==> config.mk <==
export PLATFORM = sky130hd
export DESIGN_NAME = utf8_stream_decoder_unit
export DESIGN_NICKNAME = d
export VERILOG_FILES = /design/src/sv/u8sd_pkg.sv /design/src/sv/utf8_stream_decoder_unit.sv /design/src/sv/u8sd_in_reg.sv /design/src/sv/u8sd_core.sv /design/src/sv/u8sd_out_reg.sv
export VERILOG_INCLUDE_DIRS = /design/src /design/src/sv
export SDC_FILE = /design/constraint.sdc
export NUM_CORES = 1
export LEC_CHECK = 0
export BUFFER_PORTS_ARGS = -buffer_cell sky130_fd_sc_hd__buf_4
export CAP_MARGIN = 20
export CORE_MARGIN = 5
export CORE_UTILIZATION = 60
export CTS_CLUSTER_DIAMETER = 150
export DETAILED_ROUTE_END_ITERATION = 7
export HOLD_SLACK_MARGIN = 0.06
export PLACE_DENSITY = 0.84
export REMOVE_ABC_BUFFERS = 1
export SETUP_SLACK_MARGIN = 0.5
export SYNTH_ARGS = -nofsm -noshare
export SYNTH_HDL_FRONTEND = slang
export SYNTH_SLANG_ARGS = --single-unit
export TNS_END_PERCENT = 10
==> constraint.sdc <==
create_clock -name clk -period 5.8 [get_ports clk]
set_clock_uncertainty 0.15 [all_clocks]
set_input_delay 0.87 -clock clk [delete_from_list [all_inputs] [get_ports clk]]
set_output_delay 0.87 -clock clk [all_outputs]
set_load 0.005 [all_outputs]
==> src/sv/utf8_stream_decoder_unit_defines.svh <==
// ---------------------------------------------------------------------------
// utf8_stream_decoder_unit_defines
// Assertion macros shared by the decoder RTL.
// ---------------------------------------------------------------------------
`ifndef UTF8_STREAM_DECODER_UNIT_DEFINES_SVH
`define UTF8_STREAM_DECODER_UNIT_DEFINES_SVH

// check cons in the same cycle as ante
`define U8SD_ASSERT_NOW(lbl, clk, rst_n, ante, cons, msg) \
	lbl: assert property (@(posedge clk) disable iff (!rst_n) (ante) |-> (cons)) \
		else $error(msg);

// check cons in the cycle after ante
`define U8SD_ASSERT_NEXT(lbl, clk, rst_n, ante, cons, msg) \
	lbl: assert property (@(posedge clk) disable iff (!rst_n) (ante) |=> (cons)) \
		else $error(msg);

`endif

==> src/sv/u8sd_pkg.sv <==
// ---------------------------------------------------------------------------
// u8sd_pkg
// Types, status codes and lead byte masks of the UTF-8 stream decoder.
// ---------------------------------------------------------------------------
`timescale 1ns / 1ps

package u8sd_pkg;

	localparam int unsigned CpWidth   = 31;
	localparam int unsigned PendWidth = 3;

	localparam logic [7:0] MaskLead0 = 8'h7F;
	localparam logic [7:0] MaskCont  = 8'h3F;
	localparam logic [7:0] MaskLead2 = 8'h1F;
	localparam logic [7:0] MaskLead3 = 8'h0F;
	localparam logic [7:0] MaskLead4 = 8'h07;
	localparam logic [7:0] MaskLead5 = 8'h03;
	localparam logic [7:0] MaskLead6 = 8'h01;

	typedef enum logic [1:0] {
		ST_OK       = 2'd0,
		ST_STRAY    = 2'd1,
		ST_TRUNC    = 2'd2,
		ST_BAD_LEAD = 2'd3
	} status_t;

	typedef struct packed {
		logic [7:0] data_byte;
		logic       end_of_text;
	} item_t;

	typedef struct packed {
		logic [CpWidth-1:0] code_point;
		status_t            status;
	} result_t;

	typedef struct packed {
		logic    valid;
		result_t res;
	} emit_t;

endpackage

==> src/sv/utf8_stream_decoder_unit.sv <==
// ---------------------------------------------------------------------------
// utf8_stream_decoder_unit
// UTF-8 byte stream to code point decoder, legacy 5- and 6-byte forms included.
//
//   channel  direction  payload                    results per word
//   in       sink       data_byte, end_of_text     -
//   out      source     code_point, status         zero or one per input word
//
// One byte word enters per cycle while in_stall is low; each byte passes the
// input register, then its result goes to the result register.
// The pending count and accumulator update once per byte that the decoder takes.
// Reset clears the pending count, accumulator and both valid flags.
// out_stall holds the result register; in_stall rises only while a result
// waits and the input register is full.
// ---------------------------------------------------------------------------
`timescale 1ns / 1ps
`include "utf8_stream_decoder_unit_defines.svh"

module utf8_stream_decoder_unit
	import u8sd_pkg::*;
(
	input  logic               clk,
	input  logic               arst_n,
	input  logic               in_valid,
	output logic               in_stall,
	input  logic [7:0]         data_byte,
	input  logic               end_of_text,
	output logic               out_valid,
	input  logic               out_stall,
	output logic [CpWidth-1:0] code_point,
	output logic [1:0]         status
);

	item_t   in_item, item_s1;
	logic    valid_s1, can_load, fire;
	emit_t   emit;
	result_t res_q;

	assign in_item.data_byte   = data_byte;
	assign in_item.end_of_text = end_of_text;
	assign fire                = valid_s1 && can_load;

	u8sd_in_reg u_in_reg (
		.clk      (clk),
		.arst_n   (arst_n),
		.in_valid (in_valid),
		.in_stall (in_stall),
		.in_item  (in_item),
		.advance  (can_load),
		.valid_s1 (valid_s1),
		.item_s1  (item_s1)
	);

	u8sd_core u_core (
		.clk    (clk),
		.arst_n (arst_n),
		.fire   (fire),
		.item   (item_s1),
		.emit   (emit)
	);

	u8sd_out_reg u_out_reg (
		.clk       (clk),
		.arst_n    (arst_n),
		.fire      (fire),
		.emit      (emit),
		.can_load  (can_load),
		.out_valid (out_valid),
		.out_stall (out_stall),
		.res_q     (res_q)
	);

	assign code_point = res_q.code_point;
	assign status     = res_q.status;

	`U8SD_ASSERT_NOW(a_err_zero_cp, clk, arst_n, out_valid && (status != ST_OK), code_point == '0, "error result carries nonzero code point")
	`U8SD_ASSERT_NOW(a_stall_cause, clk, arst_n, in_stall, out_valid && out_stall && valid_s1, "input stalled without a waiting result")
	`U8SD_ASSERT_NEXT(a_fire_result, clk, arst_n, fire && emit.valid, out_valid, "emitted result not registered")

endmodule

==> src/sv/u8sd_in_reg.sv <==
// ---------------------------------------------------------------------------
// u8sd_in_reg
// Input register: holds one byte word until the decoder takes it.
// ---------------------------------------------------------------------------
`timescale 1ns / 1ps

module u8sd_in_reg
	import u8sd_pkg::*;
(
	input  logic  clk,
	input  logic  arst_n,
	input  logic  in_valid,
	output logic  in_stall,
	input  item_t in_item,
	input  logic  advance,
	output logic  valid_s1,
	output item_t item_s1
);

	logic load;

	assign in_stall = valid_s1 && !advance;
	assign load     = !valid_s1 || advance;

	always_ff @(posedge clk or negedge arst_n) begin
		if (!arst_n) begin
			valid_s1 <= 1'b0;
		end else if (load) begin
			valid_s1 <= in_valid;
		end
	end

	always_ff @(posedge clk) begin
		if (load && in_valid) begin
			item_s1 <= in_item;
		end
	end

endmodule

==> src/sv/u8sd_core.sv <==
// ---------------------------------------------------------------------------
// u8sd_core
// Decode state (pending count, accumulator) and the per-byte update.
// ---------------------------------------------------------------------------
`timescale 1ns / 1ps

module u8sd_core
	import u8sd_pkg::*;
(
	input  logic  clk,
	input  logic  arst_n,
	input  logic  fire,
	input  item_t item,
	output emit_t emit
);

	logic [PendWidth-1:0] pend_q, pend_n, pend_dec;
	logic [CpWidth-1:0]   acc_q, acc_n, acc_shift;
	logic [7:0]           b;

	assign b         = item.data_byte;
	assign acc_shift = {acc_q[CpWidth-7:0], b[5:0] & MaskCont[5:0]};
	assign pend_dec  = pend_q - PendWidth'(1);

	always_comb begin
		pend_n               = pend_q;
		acc_n                = acc_q;
		emit.valid           = 1'b0;
		emit.res.code_point  = '0;
		emit.res.status      = ST_OK;
		if (item.end_of_text) begin
			if (pend_q != '0) begin
				pend_n          = '0;
				acc_n           = '0;
				emit.valid      = 1'b1;
				emit.res.status = ST_TRUNC;
			end
		end else if (pend_q == '0) begin
			case (b) inside
				[8'h00:8'h7F]: begin
					emit.valid          = 1'b1;
					emit.res.code_point = CpWidth'(b & MaskLead0);
				end
				[8'h80:8'hBF]: begin
					emit.valid      = 1'b1;
					emit.res.status = ST_STRAY;
				end
				[8'hC0:8'hDF]: begin
					acc_n  = CpWidth'(b & MaskLead2);
					pend_n = PendWidth'(1);
				end
				[8'hE0:8'hEF]: begin
					acc_n  = CpWidth'(b & MaskLead3);
					pend_n = PendWidth'(2);
				end
				[8'hF0:8'hF7]: begin
					acc_n  = CpWidth'(b & MaskLead4);
					pend_n = PendWidth'(3);
				end
				[8'hF8:8'hFB]: begin
					acc_n  = CpWidth'(b & MaskLead5);
					pend_n = PendWidth'(4);
				end
				[8'hFC:8'hFD]: begin
					acc_n  = CpWidth'(b & MaskLead6);
					pend_n = PendWidth'(5);
				end
				default: begin
					emit.valid      = 1'b1;
					emit.res.status = ST_BAD_LEAD;
				end
			endcase
		end else if (!b[7]) begin
			pend_n          = '0;
			acc_n           = '0;
			emit.valid      = 1'b1;
			emit.res.status = ST_TRUNC;
		end else begin
			pend_n = pend_dec;
			if (pend_dec == '0) begin
				acc_n               = '0;
				emit.valid          = 1'b1;
				emit.res.code_point = acc_shift;
			end else begin
				acc_n = acc_shift;
			end
		end
	end

	always_ff @(posedge clk or negedge arst_n) begin
		if (!arst_n) begin
			pend_q <= '0;
			acc_q  <= '0;
		end else if (fire) begin
			pend_q <= pend_n;
			acc_q  <= acc_n;
		end
	end

endmodule

==> src/sv/u8sd_out_reg.sv <==
// ---------------------------------------------------------------------------
// u8sd_out_reg
// Result register: holds one decoded word until the sink takes it.
// ---------------------------------------------------------------------------
`timescale 1ns / 1ps

module u8sd_out_reg
	import u8sd_pkg::*;
(
	input  logic    clk,
	input  logic    arst_n,
	input  logic    fire,
	input  emit_t   emit,
	output logic    can_load,
	output logic    out_valid,
	input  logic    out_stall,
	output result_t res_q
);

	assign can_load = !out_valid || !out_stall;

	always_ff @(posedge clk or negedge arst_n) begin
		if (!arst_n) begin
			out_valid <= 1'b0;
		end else if (can_load) begin
			out_valid <= fire && emit.valid;
		end
	end

	always_ff @(posedge clk) begin
		if (can_load && fire && emit.valid) begin
			res_q <= emit.res;
		end
	end

endmodule

======== Yosys cells after proc, flatten, opt, wreduce, memory -nomap -nowiden ========
Index checks and enable logic that the tools add are counted.
cells by class
  muxes and demuxes ....................... 47
  reduce and logical (&&, ||, !) cells .... 23
  add/sub/neg operators ................... 1
  equality and inequality tests ........... 4
  order comparisons ....................... 14
operators with widths
  operator                                                                              number
  25-bit 2-to-1 mux                                                                     12
  8-bit greater-or-equal comparator (second input constant)                             6
  8-bit <= comparator (second input constant)                                           6
  34-bit 2-to-1 mux                                                                     1
  3-bit 2-to-1 mux                                                                      11
  32-bit 2-to-1 mux                                                                     1
  31-bit 2-to-1 mux                                                                     1
  2-bit 2-to-1 mux                                                                      10
  1-bit logical AND                                                                     13
  1-bit 2-to-1 mux                                                                      10
  8-bit by 1-bit greater-or-equal comparator with 1-bit output (second input constant)  1
  8-bit by 7-bit <= comparator with 1-bit output (second input constant)                1
  7-bit 2-to-1 mux                                                                      1
  7-bit inequality test (second input constant)                                         1
  3-bit zero test                                                                       2
  3-bit inequality test (second input constant)                                         2
  5-bit AND reduction                                                                   1
  1-bit zero test                                                                       4
  3-bit nonzero test                                                                    1
  3-bit by 1-bit subtractor with 3-bit output (second input constant)                   1
  1-bit logical OR                                                                      2
  2-bit by 1-bit inequality test with 1-bit output (second input constant)              1
storage, ports and cells
  register bits ........................... 72

======== Logic depth before layout (Yosys ltp) ========
  word-level depth ........................ 12
  depth in mapped cells ................... 9
  gate-level depth less buffers ........... 6

======== Modules after synthesis ========
Synthesis repeated with hierarchy kept, for this count alone.
unflattened totals
  cells, all modules ...................... 264
  area total of the unflattened synthesis .. 3,128.0 um2
modules (own cells, without submodules)
  module                    cells each  area each (um2)  times used
  u8sd_core                 211         1,761.7          1
  u8sd_out_reg              38          1,032.2          1
  u8sd_in_reg               14          327.8            1
  utf8_stream_decoder_unit  1           6.3              1

======== Least setup slack after synthesis ========
No wires, ideal clock.
  path kind ............................... reg2reg
  from .................................... reg u_core.pend_q[0]
  to ...................................... reg u_out_reg.res_q[0] (netlist name)
  buffers on the path ..................... 0
  path slack .............................. 2.470 ns
  stages on the path, launching flop included .. 7
  data arrival time ....................... 2.757 ns
  clock period less this slack ............ 3.330 ns
  setup time .............................. 0.423 ns
  cell sequence ........................... dfrtp_1 inv_1 ha_1 or3_1 a21boi_2 a211oi_1 nor2_1
on the way
  cells in the longest elaborated chain, start to end .. 7
  elaborated cells on any way between the ends .. 10
  classes of those cells .................. add/sub (1); mux (5); reduce/logical (4)
RTL lines
  element                                      RTL line            RTL
  start, declared                              u8sd_core.sv:17     logic [PendWidth-1:0] pend_q, pend_n, pend_dec;
  start signal, assigned                       u8sd_core.sv:95     pend_q <= pend_n;
  3-bit by 1-bit subtractor with 3-bit output  u8sd_core.sv:23     assign pend_dec = pend_q - PendWidth'(1);
  3-bit zero test                              u8sd_core.sv:80     if (pend_dec == '0) begin
  32-bit 2-to-1 mux                            u8sd_core.sv:80
  1-bit 2-to-1 mux                             u8sd_core.sv:73     end else if (!b[7]) begin
  34-bit 2-to-1 mux                            u8sd_core.sv:38     end else if (pend_q == '0) begin
  1-bit 2-to-1 mux *                           u8sd_core.sv:31     if (item.end_of_text) begin
  1-bit logical AND *                          u8sd_out_reg.sv:31  if (can_load && fire && emit.valid) begin
Every way passes the cells marked *; elsewhere a longest branch is shown, timed or not.
A chain may end at the register's enable or synchronous reset.

======== Worst setup path in the final report ========
  from .................................... reg u_core.pend_q[0]
  to ...................................... reg u_out_reg.res_q[22] (netlist name)
on the way
  cells in the longest elaborated chain, start to end .. 7
  elaborated cells on any way between the ends .. 10
  classes of those cells .................. add/sub (1); mux (5); reduce/logical (4)
RTL lines
  element                                      RTL line
  3-bit by 1-bit subtractor with 3-bit output  u8sd_core.sv:23
  3-bit zero test                              u8sd_core.sv:80
  32-bit 2-to-1 mux                            u8sd_core.sv:80
  1-bit 2-to-1 mux                             u8sd_core.sv:73
  34-bit 2-to-1 mux                            u8sd_core.sv:38
  1-bit 2-to-1 mux *                           u8sd_core.sv:31
  1-bit logical AND *                          u8sd_out_reg.sv:31
Marked as above.

==> impl_metrics.env <==
export IMPL_reg2reg_from="u_core.pend_q[0]"
export IMPL_critical_path_top_delay_family="compound AO/OA/AOI/OAI gates"
export IMPL_static_power_due_to_leakage_nw=1.60
export IMPL_synth_area_um2=3120
export IMPL_timing_critical_path_to_type="register"
export IMPL_critical_path_cell_sequence="inv_1 > ha_1 > or3_1 > a21boi_2 > a211oi_1 > nor2_2 > buf_4"
export IMPL_synthToLayoutAreaGrowth_pct=19.7
export IMPL_setup_ws_ns=2.42
export IMPL_ctsResizeCount=0
export IMPL_report_final_setup_viol=0
export IMPL_worst_slew_margin_rel_pct=34.2
export IMPL_worst_path_max_delay_cell="sky130_fd_sc_hd__a21boi_2"
export IMPL_cts_tree="done"
export IMPL_wl_per_cell_um=15.8
export IMPL_summed_negative_setup_slack_over_all_endpoints_ns=0
export IMPL_yosysSeqAreaShare_pct=64.5
export IMPL_tritoncts_num_sinks=72
export IMPL_final_common_cell="sky130_fd_sc_hd__buf_4"
export IMPL_grt_ovfl_total=0
export IMPL_wire_length_of_the_first_global_routing_pass_um=9870
export IMPL_synth_top_cell_by_area="sky130_fd_sc_hd__edfxtp_1"
export IMPL_cp_arrival_ns=3.26
export IMPL_rsz0062_at_grt="false"
export IMPL_cts_path_max_buffers=2
export IMPL_powerDensity_nw_per_um2=437
export IMPL_synth_top_area_share_pct=40.4
export IMPL_grt_antenna_before_repair=0
export IMPL_period_share_pct=58.3
export IMPL_worst_path_required_ns=5.68
export IMPL_worstMarginPinSlew_ns=0.981
export IMPL_vdd_drop_max_mv=0.290
export IMPL_dpl_worst_slack_ns=2.49
export IMPL_finalHoldWorstSlack_ns=0.287
export IMPL_cts_buffers=9
export IMPL_chipWidth_um=82.1
export IMPL_postSynthRegisterBits=72
export IMPL_drcViolationCount=0
export IMPL_grt_pass1_vias=2158
export IMPL_mostFrequentLayoutCells="sky130_fd_sc_hd__buf_4, sky130_fd_sc_hd__edfxtp_1, sky130_fd_sc_hd__dfrtp_1"
export IMPL_ys_warnings=0
export IMPL_path_max_fanout=27
export IMPL_insertedDiodeCount=0
export IMPL_timing_hold_worst_class="input pin to async pin"
export IMPL_routed_via_count=2193
export IMPL_post_cts_setup_buffers=0
export IMPL_finalMaxSlewViolations=0
export IMPL_drt_pass1_iterations=4
export IMPL_insertion_delay_ns=0.35
export IMPL_htree_levels=3
export IMPL_vias_per_cell=5.71
export IMPL_drt_initial_drc_count=189
export IMPL_syn_inst=266
export IMPL_nNetsFinal=325
export IMPL_r2r_setup_slack_ns=2.42
export IMPL_timing_final_crit_period_ns=3.38
export IMPL_max_cap_viols=0
export IMPL_avgSynthCellArea_um2=11.7
export IMPL_drt_wl_total_um=6080
export IMPL_start_kind="register"
export IMPL_r2r_cells=7
export IMPL_grt_max_degree=31
export IMPL_crit_buf_inv=2
export IMPL_start_util_pct=61.5
export IMPL_status="completed"
export IMPL_critical_path_reg2reg_endpoint="u_out_reg.res_q[22]"
export IMPL_post_synth_num_cell_types=40
export IMPL_dp_hpwl_um=4060
export IMPL_die_area_um2=6740
export IMPL_post_route_cells_drive_above_1_share_pct=22.3
export IMPL_cell_types_occupying_the_most_area_after_synthesis="sky130_fd_sc_hd__edfxtp_1, sky130_fd_sc_hd__dfrtp_1, sky130_fd_sc_hd__and3_1, sky130_fd_sc_hd__nand3_1, sky130_fd_sc_hd__o21ai_0"
export IMPL_place_port_buffers=47
export IMPL_coreArea_um2=5070
export IMPL_hold_viol=0
export IMPL_postRouteAntennaNets=0
export IMPL_cts_hold_fix_buffers=0
export IMPL_clockRootBuffer="sky130_fd_sc_hd__clkbuf_8"
export IMPL_worst_setup_hold_path_clk_slew_ns=0.07
export IMPL_worst_setup_path_class="register to register"
export IMPL_num_rows=26
export IMPL_dieHeight_um=82.1
export IMPL_groute_usage_overall_pct=20.0
export IMPL_routabilityCongestion=0.857
export IMPL_io_pin_count=48
export IMPL_critical_path_max_stage_delay_ns=0.78
export IMPL_fmax_mhz=296
[sequential cells by signal (all words and copies together) (netlist names)]
| register | cells |
|---|---|
| u_out_reg.res_q | 33 |
| u_core.acc_q | 25 |
| u_out_reg.out_valid | 1 |
| u_core.pend_q | 3 |
| u_in_reg.valid_s1 | 1 |
| u_in_reg.item_s1 | 9 |
[Yosys cell counts, drive strengths merged]
cell and instances:
a2111o 1, or3b 1, nor3 2, nor2 9, clkbuf 12, nand2b 8, nor3b 1, nand2 29
o221ai 1, or3 1, mux2i 2, buf 5, nor2b 3, o31ai 2, edfxtp 42, mux2 1
a211oi 2, inv 6, o22ai 1, a21bo 2, xnor2 1, o32a 2, and4 1, ha 3
dfrtp 30, a311o 2, nand3 28, a21oi 8, o21ai 28, and2 2, and3 25, a21boi 2
o211ai 1, nand4 1, o41ai 1
[layout make-up]
cell class              count  area (um2)
flip-flops and latches     72        2010
clock inverters             5         104
clock buffers              11         141
well taps                  70        87.6
repair buffers             49         368
fillers                   359        1340
multi-input cells         171        1000
inverters                   6        22.5
[kinds of logic (layout without fill, tap and decap cells)]
group / after synthesis / count (layout) / synth area share (%)
xor+xnor: 1 / 1 / 0.281
mux: 3 / 3 / 1.00
fa+ha+maj: 3 / 3 / 1.20
compound gates: 53 / 53 / 11.3
buf+inv: 23 / 71 / 3.57
flops: 72 / 72 / 64.5
simple gates: 111 / 111 / 18.2
[report_power, final]
group	switching, mW	internal, mW	leakage [nW]
clock network	0.183	0.297	0.124
logic	0.269	0.165	0.663
registers	0.0562	0.663	0.817
total	0.508	1.12	1.60
[through the flow]
step,power [mW],utilization (%),cells,cell area (um2)
after global routing,1.72,73.6,384,3730
after detailed placement,1.16,68.6,367,3480
after CTS,1.64,73.4,383,3730
final,1.63,73.6,384,3730
after global placement,1.14,68.6,367,3480
after floorplan,0.973,-,249,3030
[per-layer routing]
metal | GRT usage [%] | wire, um
met1 | 23.4 | 2390
met2 | 33.8 | 3140
met3 | 6.62 | 439
met4 | 8.80 | 109
met5 | 0 | 0
[worst max path at each step]
stage / start / endpoint / slack, ns / depth (start not counted)
2_1_floorplan: u_core.pend_q[0] / u_out_reg.res_q[0] / 2.20 / 6
3_3_place_gp: u_core.pend_q[0] / u_out_reg.res_q[16] / 2.63 / 7
3_5_place_dp: u_core.pend_q[0] / u_out_reg.res_q[30] / 2.49 / 7
4_1_cts: u_core.pend_q[0] / u_out_reg.res_q[22] / 2.45 / 7
5_1_grt: u_core.pend_q[0] / u_out_reg.res_q[15] / 2.21 / 7
6_report: u_core.pend_q[0] / u_out_reg.res_q[22] / 2.42 / 7
Note: power is estimated with default switching activity, not from simulation.
